$ cat config.mk
export PLATFORM = sky130hd
export DESIGN_NAME = top_n_sorted_score_table_flat
export DESIGN_NICKNAME = d
export VERILOG_FILES = /design/src/hw/rtl/tnst_pkg.sv /design/src/hw/rtl/tnst_if.sv /design/src/hw/rtl/tnst_controller.sv /design/src/hw/rtl/tnst_datapath.sv /design/src/hw/rtl/top_n_sorted_score_table.sv /design/src/flat_wrapper.sv
export SDC_FILE = /design/constraint.sdc
export NUM_CORES = 1
export LEC_CHECK = 0
export BUFFER_PORTS_ARGS = -buffer_cell sky130_fd_sc_hd__buf_2
export CORE_MARGIN = 10
export CORE_UTILIZATION = 60
export CTS_CLUSTER_DIAMETER = 100
export DETAILED_ROUTE_END_ITERATION = 10
export HOLD_SLACK_MARGIN = 0.15
export PLACE_DENSITY = 0.78
export SKIP_LAST_GASP = 1
export SYNTH_ARGS = -nofsm -noshare
export SYNTH_HDL_FRONTEND = slang
export SYNTH_SLANG_ARGS = --single-unit
$ cat constraint.sdc
create_clock -name clock -period 3.7 [get_ports clock]
set_input_delay 0.185 -clock clock [delete_from_list [all_inputs] [get_ports clock]]
set_output_delay 0.185 -clock clock [all_outputs]
set_load 0.01 [all_outputs]
$ cat src/hw/rtl/tnst_pkg.sv
package tnst_pkg;

   // Fixed field widths of the request and response transactions.
   localparam int OP_W       = 2;
   localparam int SCORE_W    = 16;
   localparam int INITIALS_W = 24;
   localparam int INDEX_W    = 3;
   localparam int CHAR_W     = 8;

   // The initials field carries at most this many characters.
   localparam int MAX_TAG_CHARS = INITIALS_W / CHAR_W;

   // Character used to seed the initials of entry 0 after reset.
   localparam logic [CHAR_W-1:0] CHAR_A = 8'h41;

   // Operation codes carried by a request transaction.
   typedef enum logic [OP_W-1:0] {
      OP_INSERT = 2'd0,
      OP_READ   = 2'd1,
      OP_QUERY  = 2'd2,
      OP_NONE   = 2'd3
   } tnst_op_type;

   // Commands from the controller to the datapath.
   typedef struct packed {
      logic capture;
      logic execute;
   } tnst_cmd_type;

endpackage

$ cat src/hw/rtl/tnst_if.sv
// Request channel: one operation on the score table per transaction.
interface tnst_req_if import tnst_pkg::*; ();
   logic                  valid;
   logic                  ready;
   logic [OP_W-1:0]       operation;
   logic [SCORE_W-1:0]    new_score;
   logic [INITIALS_W-1:0] new_initials;
   logic [INDEX_W-1:0]    entry_index;

   modport source (output valid, operation, new_score, new_initials, entry_index,
                   input ready);
   modport sink   (input valid, operation, new_score, new_initials, entry_index,
                   output ready);
endinterface

// Response channel: one result per request transaction.
interface tnst_rsp_if import tnst_pkg::*; #(parameter int RANK_W = 4) ();
   logic                  valid;
   logic                  ready;
   logic [RANK_W-1:0]     rank;
   logic                  qualified;
   logic [SCORE_W-1:0]    read_score;
   logic [INITIALS_W-1:0] read_initials;

   modport source (output valid, rank, qualified, read_score, read_initials,
                   input ready);
   modport sink   (input valid, rank, qualified, read_score, read_initials,
                   output ready);
endinterface

$ cat src/hw/rtl/tnst_controller.sv
module tnst_controller import tnst_pkg::*; (
   input  logic         clock,
   input  logic         reset,
   input  logic         req_valid,
   output logic         req_ready,
   output logic         rsp_valid,
   input  logic         rsp_ready,
   output tnst_cmd_type cmd
);

   typedef enum logic {
      ST_IDLE,
      ST_EXEC
   } state_type;

   state_type state_ff, state_in;
   logic      rsp_valid_ff, rsp_valid_in;
   logic      execute;

   // A request is taken only while no operation is in flight.
   assign req_ready = (state_ff == ST_IDLE) && !reset;

   // The operation completes once the output register is free or being emptied.
   assign execute = (state_ff == ST_EXEC) && (!rsp_valid_ff || rsp_ready);

   assign cmd.capture = req_valid && req_ready;
   assign cmd.execute = execute;
   assign rsp_valid   = rsp_valid_ff;

   // Next state and response valid.
   always_comb begin
      state_in     = state_ff;
      rsp_valid_in = rsp_valid_ff;
      if (rsp_ready) begin
         rsp_valid_in = 1'b0;
      end
      unique case (state_ff)
         ST_IDLE: begin
            if (cmd.capture) begin
               state_in = ST_EXEC;
            end
         end
         ST_EXEC: begin
            if (execute) begin
               state_in     = ST_IDLE;
               rsp_valid_in = 1'b1;
            end
         end
         default: begin
            state_in = ST_IDLE;
         end
      endcase
   end

   always_ff @(posedge clock) begin
      if (reset) begin
         state_ff     <= ST_IDLE;
         rsp_valid_ff <= 1'b0;
      end else begin
         state_ff     <= state_in;
         rsp_valid_ff <= rsp_valid_in;
      end
   end

endmodule

$ cat src/hw/rtl/tnst_datapath.sv
module tnst_datapath import tnst_pkg::*; #(
   parameter int ENTRIES   = 8,
   parameter int TAG_CHARS = 3,
   parameter int RANK_W    = 4
) (
   input  logic                  clock,
   input  logic                  reset,
   input  tnst_cmd_type          cmd,
   input  logic [OP_W-1:0]       req_operation,
   input  logic [SCORE_W-1:0]    req_new_score,
   input  logic [INITIALS_W-1:0] req_new_initials,
   input  logic [INDEX_W-1:0]    req_entry_index,
   output logic [RANK_W-1:0]     rsp_rank,
   output logic                  rsp_qualified,
   output logic [SCORE_W-1:0]    rsp_read_score,
   output logic [INITIALS_W-1:0] rsp_read_initials
);

   localparam int TAG_BYTES = (TAG_CHARS < MAX_TAG_CHARS) ? TAG_CHARS : MAX_TAG_CHARS;
   localparam int TAG_W     = TAG_BYTES * CHAR_W;

   // Captured request.
   tnst_op_type          op_ff;
   logic [SCORE_W-1:0]   score_ff;
   logic [TAG_W-1:0]     tag_ff;
   logic [INDEX_W-1:0]   index_ff;

   // Row of table cells, best score in cell 0.
   logic [SCORE_W-1:0]   cell_score_ff [ENTRIES];
   logic [SCORE_W-1:0]   cell_score_in [ENTRIES];
   logic [TAG_W-1:0]     cell_tag_ff   [ENTRIES];
   logic [TAG_W-1:0]     cell_tag_in   [ENTRIES];

   // Registered response payload.
   logic [RANK_W-1:0]     rank_ff;
   logic                  qualified_ff;
   logic [SCORE_W-1:0]    read_score_ff;
   logic [INITIALS_W-1:0] read_initials_ff;

   logic [ENTRIES-1:0]   below;
   logic [RANK_W-1:0]    rank_c;
   logic                 qualified_c;
   logic [SCORE_W-1:0]   rd_score_c;
   logic [TAG_W-1:0]     rd_tag_c;
   logic                 do_insert;

   // Every cell compares its score with the new score at once.
   always_comb begin
      for (int i = 0; i < ENTRIES; i++) begin
         below[i] = cell_score_ff[i] < score_ff;
      end
   end

   // The first cell that is beaten gives the rank; none beaten means ENTRIES.
   always_comb begin
      rank_c = RANK_W'(ENTRIES);
      for (int i = ENTRIES - 1; i >= 0; i--) begin
         if (below[i]) begin
            rank_c = RANK_W'(i);
         end
      end
   end

   assign qualified_c = |below;
   assign do_insert   = cmd.execute && (op_ff == OP_INSERT);

   // Each beaten cell takes the new entry if it is the first one beaten,
   // otherwise the entry of its upper neighbor.
   for (genvar i = 0; i < ENTRIES; i++) begin : g_cell
      if (i == 0) begin : g_head
         assign cell_score_in[i] = (do_insert && below[i]) ? score_ff : cell_score_ff[i];
         assign cell_tag_in[i]   = (do_insert && below[i]) ? tag_ff   : cell_tag_ff[i];
      end else begin : g_body
         always_comb begin
            cell_score_in[i] = cell_score_ff[i];
            cell_tag_in[i]   = cell_tag_ff[i];
            if (do_insert && below[i]) begin
               if (below[i-1]) begin
                  cell_score_in[i] = cell_score_ff[i-1];
                  cell_tag_in[i]   = cell_tag_ff[i-1];
               end else begin
                  cell_score_in[i] = score_ff;
                  cell_tag_in[i]   = tag_ff;
               end
            end
         end
      end
   end

   // Read select; an index past the table reads as zero.
   always_comb begin
      rd_score_c = '0;
      rd_tag_c   = '0;
      for (int i = 0; i < ENTRIES; i++) begin
         if (32'(index_ff) == i) begin
            rd_score_c = cell_score_ff[i];
            rd_tag_c   = cell_tag_ff[i];
         end
      end
   end

   // Request capture.
   always_ff @(posedge clock) begin
      if (cmd.capture) begin
         op_ff    <= tnst_op_type'(req_operation);
         score_ff <= req_new_score;
         tag_ff   <= req_new_initials[TAG_W-1:0];
         index_ff <= req_entry_index;
      end
   end

   // Table cells; entry i resets to score zero and initials all 'A'+i.
   always_ff @(posedge clock) begin
      if (reset) begin
         for (int i = 0; i < ENTRIES; i++) begin
            cell_score_ff[i] <= '0;
            cell_tag_ff[i]   <= {TAG_BYTES{CHAR_W'(int'(CHAR_A) + i)}};
         end
      end else begin
         for (int i = 0; i < ENTRIES; i++) begin
            cell_score_ff[i] <= cell_score_in[i];
            cell_tag_ff[i]   <= cell_tag_in[i];
         end
      end
   end

   // Response payload, loaded when the operation completes.
   always_ff @(posedge clock) begin
      if (cmd.execute) begin
         case (op_ff) inside
            OP_INSERT, OP_QUERY: begin
               rank_ff          <= rank_c;
               qualified_ff     <= qualified_c;
               read_score_ff    <= '0;
               read_initials_ff <= '0;
            end
            OP_READ: begin
               rank_ff          <= '0;
               qualified_ff     <= 1'b0;
               read_score_ff    <= rd_score_c;
               read_initials_ff <= INITIALS_W'(rd_tag_c);
            end
            default: begin
               rank_ff          <= '0;
               qualified_ff     <= 1'b0;
               read_score_ff    <= '0;
               read_initials_ff <= '0;
            end
         endcase
      end
   end

   assign rsp_rank          = rank_ff;
   assign rsp_qualified     = qualified_ff;
   assign rsp_read_score    = read_score_ff;
   assign rsp_read_initials = read_initials_ff;

endmodule

$ cat src/hw/rtl/top_n_sorted_score_table.sv
// Top-N sorted score table.
// Holds ENTRIES entries, each a 16-bit score with packed initials, in
// descending score order with the best entry at position 0.
// The request channel carries one operation per transaction: insert a score,
// read the entry at an index, or query the rank a score would take.
// Every request yields exactly one transaction on the response channel.
// Response valid rises after the accepted request has moved the controller into
// the EXEC state and the response register has been loaded there.
// One operation is in flight at a time, so no new request is taken until the
// last one completes; the request port drops ready in the EXEC state, which ends
// when the table row is compared, shifted and the response register is loaded.
// All entries are compared in parallel and shifted in the cycle the operation completes.
// When the receiver stalls, the response waits in its output register while
// one more request is accepted; that request then waits until the register
// is freed, and no further request is taken.
// Reset is synchronous: every score becomes zero, entry i gets all initials
// 'A'+i, and no response is pending.
module top_n_sorted_score_table import tnst_pkg::*; #(
   parameter int ENTRIES   = 8,
   parameter int TAG_CHARS = 3,
   parameter int RANK_W    = $clog2(ENTRIES + 1)
) (
   input  logic       clock,
   input  logic       reset,
   tnst_req_if.sink   req_chan,
   tnst_rsp_if.source rsp_chan
);

   tnst_cmd_type cmd;

   tnst_controller u_controller (
      .clock     (clock),
      .reset     (reset),
      .req_valid (req_chan.valid),
      .req_ready (req_chan.ready),
      .rsp_valid (rsp_chan.valid),
      .rsp_ready (rsp_chan.ready),
      .cmd       (cmd)
   );

   tnst_datapath #(
      .ENTRIES   (ENTRIES),
      .TAG_CHARS (TAG_CHARS),
      .RANK_W    (RANK_W)
   ) u_datapath (
      .clock             (clock),
      .reset             (reset),
      .cmd               (cmd),
      .req_operation     (req_chan.operation),
      .req_new_score     (req_chan.new_score),
      .req_new_initials  (req_chan.new_initials),
      .req_entry_index   (req_chan.entry_index),
      .rsp_rank          (rsp_chan.rank),
      .rsp_qualified     (rsp_chan.qualified),
      .rsp_read_score    (rsp_chan.read_score),
      .rsp_read_initials (rsp_chan.read_initials)
   );

endmodule

$ cat src/flat_wrapper.sv
// flat-port wrapper written by rule: the top's interface ports become plain ports
module top_n_sorted_score_table_flat import tnst_pkg::*;
#(
   parameter int ENTRIES   = 8,
   parameter int TAG_CHARS = 3,
   parameter int RANK_W    = $clog2(ENTRIES + 1)
)
  (clock, reset, req_chan_valid, req_chan_operation, req_chan_new_score, req_chan_new_initials, req_chan_entry_index, req_chan_ready, rsp_chan_valid, rsp_chan_rank, rsp_chan_qualified, rsp_chan_read_score, rsp_chan_read_initials, rsp_chan_ready);
  tnst_req_if req_chan_i ();
  tnst_rsp_if #(.RANK_W(RANK_W)) rsp_chan_i ();
  input  logic clock;
  input  logic reset;
  input wire logic [$bits(req_chan_i.valid)-1:0] req_chan_valid;
  input wire logic [$bits(req_chan_i.operation)-1:0] req_chan_operation;
  input wire logic [$bits(req_chan_i.new_score)-1:0] req_chan_new_score;
  input wire logic [$bits(req_chan_i.new_initials)-1:0] req_chan_new_initials;
  input wire logic [$bits(req_chan_i.entry_index)-1:0] req_chan_entry_index;
  output wire logic [$bits(req_chan_i.ready)-1:0] req_chan_ready;
  output wire logic [$bits(rsp_chan_i.valid)-1:0] rsp_chan_valid;
  output wire logic [$bits(rsp_chan_i.rank)-1:0] rsp_chan_rank;
  output wire logic [$bits(rsp_chan_i.qualified)-1:0] rsp_chan_qualified;
  output wire logic [$bits(rsp_chan_i.read_score)-1:0] rsp_chan_read_score;
  output wire logic [$bits(rsp_chan_i.read_initials)-1:0] rsp_chan_read_initials;
  input wire logic [$bits(rsp_chan_i.ready)-1:0] rsp_chan_ready;
  assign req_chan_i.valid = req_chan_valid;
  assign req_chan_i.operation = req_chan_operation;
  assign req_chan_i.new_score = req_chan_new_score;
  assign req_chan_i.new_initials = req_chan_new_initials;
  assign req_chan_i.entry_index = req_chan_entry_index;
  assign req_chan_ready = req_chan_i.ready;
  assign rsp_chan_valid = rsp_chan_i.valid;
  assign rsp_chan_rank = rsp_chan_i.rank;
  assign rsp_chan_qualified = rsp_chan_i.qualified;
  assign rsp_chan_read_score = rsp_chan_i.read_score;
  assign rsp_chan_read_initials = rsp_chan_i.read_initials;
  assign rsp_chan_i.ready = rsp_chan_ready;
  top_n_sorted_score_table #(.ENTRIES(ENTRIES), .TAG_CHARS(TAG_CHARS), .RANK_W(RANK_W)) u_core (.clock(clock), .reset(reset), .req_chan(req_chan_i), .rsp_chan(rsp_chan_i));
endmodule
==> results.sh <==
export IMPL_status="complete, no violations"
export IMPL_finalInstanceArea_mm2=0.0251
export IMPL_synth_top_cells_by_area="dfxtp_1, mux2i_1, edfxtp_1, a211oi_1, ha_1"
export IMPL_worstPathRequired_ps=4180
export IMPL_synth_most_common_cell="nor2_1"
export IMPL_tns_ps=0
export IMPL_synth_nets=2414
export IMPL_cp_end_kind="register"
export IMPL_cp_top_family="compound AO/OA/AOI/OAI gates"
export IMPL_finalWorstSetupSlack_ps=146
export IMPL_clockPowerShare=0.441
export IMPL_firstDrtPassIters=6
export IMPL_maxSlewHeadroom=0.239
export IMPL_grt_pass1_wl_um=110000
export IMPL_p_int_mw=7.88
export IMPL_cts_clk_slew_worst_paths_ps=70
export IMPL_tightest_slew_ps=1140
export IMPL_cp_arrival_ps=4030
export IMPL_cellLeakagePower_nw=10.3
export IMPL_start_util=0.611
export IMPL_rows=69
export IMPL_yosys_warnings=0
export IMPL_via_count=19013
export IMPL_crit_top_cell="a211oi_1"
export IMPL_synth_compound_area_frac=0.178
export IMPL_routabilityCongestion=0.954
export IMPL_syn_area_mm2=0.0218
export IMPL_seqCellArea_mm2=0.00915
export IMPL_synth_top_area_frac=0.295
export IMPL_fp_dieArea_mm2=0.0444
export IMPL_hold_viol_final=0
export IMPL_diodes=0
export IMPL_layout_drive_gt1_share=0.136
export IMPL_slew_violations=0
export IMPL_cts_root_buf="clkbuf_16"
export IMPL_nets=2506
export IMPL_wire_per_inst_um=25.5
export IMPL_rsz0062_at_grt="false"
export IMPL_crit_chain="inv_1, buf_4, ha_1, a211oi_1, o21ai_1, a2111oi_2, o31a_2, and3_2, buf_12, nor2_1, a211oi_1"
export IMPL_cap_violations=0
export IMPL_critPathKind="register to register"
export IMPL_postSynthAreaPerCell_um2=9.72
export IMPL_startpoint_type="register"
export IMPL_nFillCells=2680
export IMPL_switchingPower_mw=2.65
export IMPL_combinationalPowerShare=0.095
export IMPL_clockBufferDepth=3
export IMPL_grtUsageTotal=0.319
export IMPL_core_area_mm2=0.0357
export IMPL_multi_input_area_mm2=0.0118
export IMPL_grt_pass1_vias=18381
export IMPL_period_minus_slack_ps=3550
export IMPL_synth_top_family_by_area="compound AO/OA/AOI/OAI gates"
export IMPL_muxShareOfSynthArea=0.177
export IMPL_power_density_mw_per_mm2=419
export IMPL_synthTopCellsByCount="nor2_1, dfxtp_1, mux2i_1, a211oi_1, a21oi_1"
export IMPL_switching_share=0.252
export IMPL_final_antenna_net_count=0
export IMPL_clock_sinks=412
export IMPL_synthDistinctLibCells=64
export IMPL_synth_edf_count=90
export IMPL_cts_tree="done"
export IMPL_via_per_inst=6.71
export IMPL_hold_path_class="input pin to register"
export IMPL_setup_viol=0
export IMPL_clkLatencyLatePin_ps=600
export IMPL_dpl_instance_area_mm2=0.0231
export IMPL_seq_area_frac_synth=0.419
export IMPL_fp_dieW_um=211
export IMPL_fmax_ghz=0.281
export IMPL_p_seq_frac=0.464
export IMPL_dp_hpwl_um=46700
export IMPL_critical_path_max_stage_delay_ps=590
export IMPL_post_place_ws_ps=253
export IMPL_antenna_found_initial=1
export IMPL_synthFlopType="dfxtp_1"
export IMPL_cp_slowest_cell="a2111oi_2"
export IMPL_wl_um=72200
export IMPL_path_max_fanout=18
export IMPL_area_delta_synth_final_pct=15.0
export IMPL_fin_crit_sh=0.960
export IMPL_synth_adder_area_share=0.0688
export IMPL_num_io_pins=96
export IMPL_grt_start_max_net_pins=190
export IMPL_io_buffers=95
export IMPL_syn_instance_count=2245
export IMPL_synth_xor_area_frac=0
export IMPL_peakVddDrop_mv=0.405
export IMPL_synth_largest_area_cell="dfxtp_1"
export IMPL_synth_simple_area_share=0.113
export IMPL_drt_iter0_drc=2446
export IMPL_synth_ff_latch_count=412
export IMPL_clock_skew_ps=18.2
export IMPL_crit_buf_inv=3
export IMPL_route_detailed_drc=0
export IMPL_htree_levels=2
export IMPL_synthArstFlopShare=0
export IMPL_grt_overflow=0
export IMPL_cts_buffers=44
export IMPL_p_total_mw=10.5
export IMPL_die_h_um=211
## worst reg2reg max path: cells and delay by family, from the launching register on
family,cells,cell delay (ps)
buffers and inverters,3,560
flip-flops,1,520
AO/OA/AOI/OAI,5,1510
adder cells (fa/ha/maj),1,310
AND/OR/NAND/NOR,2,560
## cell usage in the layout (no fill, tap or decap), types with 4 or more instances in the layout
master / n
nand3_1: 4
nor2_4: 4
a211oi_1: 230
inv_1: 17
clkinv_1: 5
a22o_1: 12
a2111oi_0: 28
bufinv_16: 4
ha_1: 120
dlygate4sd3_1: 48
clkbuf_1: 13
nand4_1: 12
a211o_1: 12
nand2b_1: 7
o21ai_0: 59
buf_4: 74
nor2_1: 360
nand2_1: 75
nor2b_1: 24
clkbuf_16: 49
buf_12: 24
nor3_1: 60
clkinv_2: 5
buf_2: 94
a21o_1: 13
a21oi_1: 166
mux4_2: 27
mux2i_1: 319
o221ai_1: 12
a211oi_2: 8
mux2_2: 6
o21ai_1: 6
edfxtp_1: 90
dfxtp_1: 322
## flip-flops by register name, indices dropped and copies added, names as in the netlist
signal	cells
u_core.u_datapath.rsp_rank	4
u_core.u_datapath.tag_ff	24
u_core.u_datapath.cell_tag_ff	192
u_core.u_datapath.cell_score_ff	128
u_core.u_datapath.op_ff	2
u_core.u_datapath.rsp_read_score	16
u_core.u_datapath.score_ff	16
u_core.u_datapath.rsp_read_initials	24
u_core.u_controller.rsp_valid	1
u_core.u_datapath.index_ff	3
u_core.u_datapath.rsp_qualified	1
u_core.u_controller.state_ff	1
## power by group through the flow
stage	Sequential, mW	Clock (mW)	Combinational (mW)
6_report	4.88	4.64	1.00
5_1_grt	4.89	4.87	1.08
4_1_cts	4.88	4.66	0.980
3_5_place_dp	4.97	0	0.931
3_3_place_gp	4.96	0	0.912
2_1_floorplan	4.92	0	0.631
## kinds of logic (layout without fill, tap and decap cells)
logic type      Yosys count  after routing
compound gates          572            572
fa+ha+maj               120            120
flops                   412            412
buf+inv                 214            341
mux                     352            352
simple gates            575            575
## repair_timing
action | in CTS | in global routing
hold buffers | 48 | 0
buffers inserted | 0 | 0
setup endpoints to repair | 0 | 1
endpoints found under the hold margin | 47 | 0
gates resized for setup | 0 | 1
## cell type report
cell class | instances | share of cell area
multi-input combinational | 1619 | 0.469
sequential | 412 | 0.364
timing repair buffer | 242 | 0.0802
clock buffer | 64 | 0.0519
tap | 461 | 0.0230
clock inverter | 17 | 0.00847
inverter | 18 | 0.00269
## final timing paths
kind | startpoint | end | slack (ps) | cells past startpoint
max | u_core.u_datapath.score_ff[2] | u_core.u_datapath.cell_score_ff[0][40] | 150 | 11
min | reset | u_core.u_datapath.cell_tag_ff[0][7] | 170 | 2
max reg2reg | u_core.u_datapath.score_ff[2] | u_core.u_datapath.cell_score_ff[0][40] | 150 | 11
min reg2reg | u_core.u_datapath.cell_tag_ff[1][88] | u_core.u_datapath.cell_tag_ff[1][88] | 500 | 2
## metrics by stage
| stage | instances | utilization | hold WS [ps] |
|---|---|---|---|
| 2_1_floorplan | 2245 | - | 284 |
| 3_3_place_gp | 2704 | 0.647 | 362 |
| 3_5_place_dp | 2704 | 0.647 | 363 |
| 4_1_cts | 2833 | 0.702 | 165 |
| 5_1_grt | 2833 | 0.702 | 189 |
| 6_report | 2833 | 0.702 | 172 |
## layer usage
layer  GRT usage  share of wire  vias to the layer above
li1            -              -                     8536
met1       0.435           0.41                     9153
met2       0.483           0.44                     1132
met3      0.0751           0.11                      192
met4       0.122          0.030                        0
met5           0              0                        -
Power figures use the tool's default switching activity.
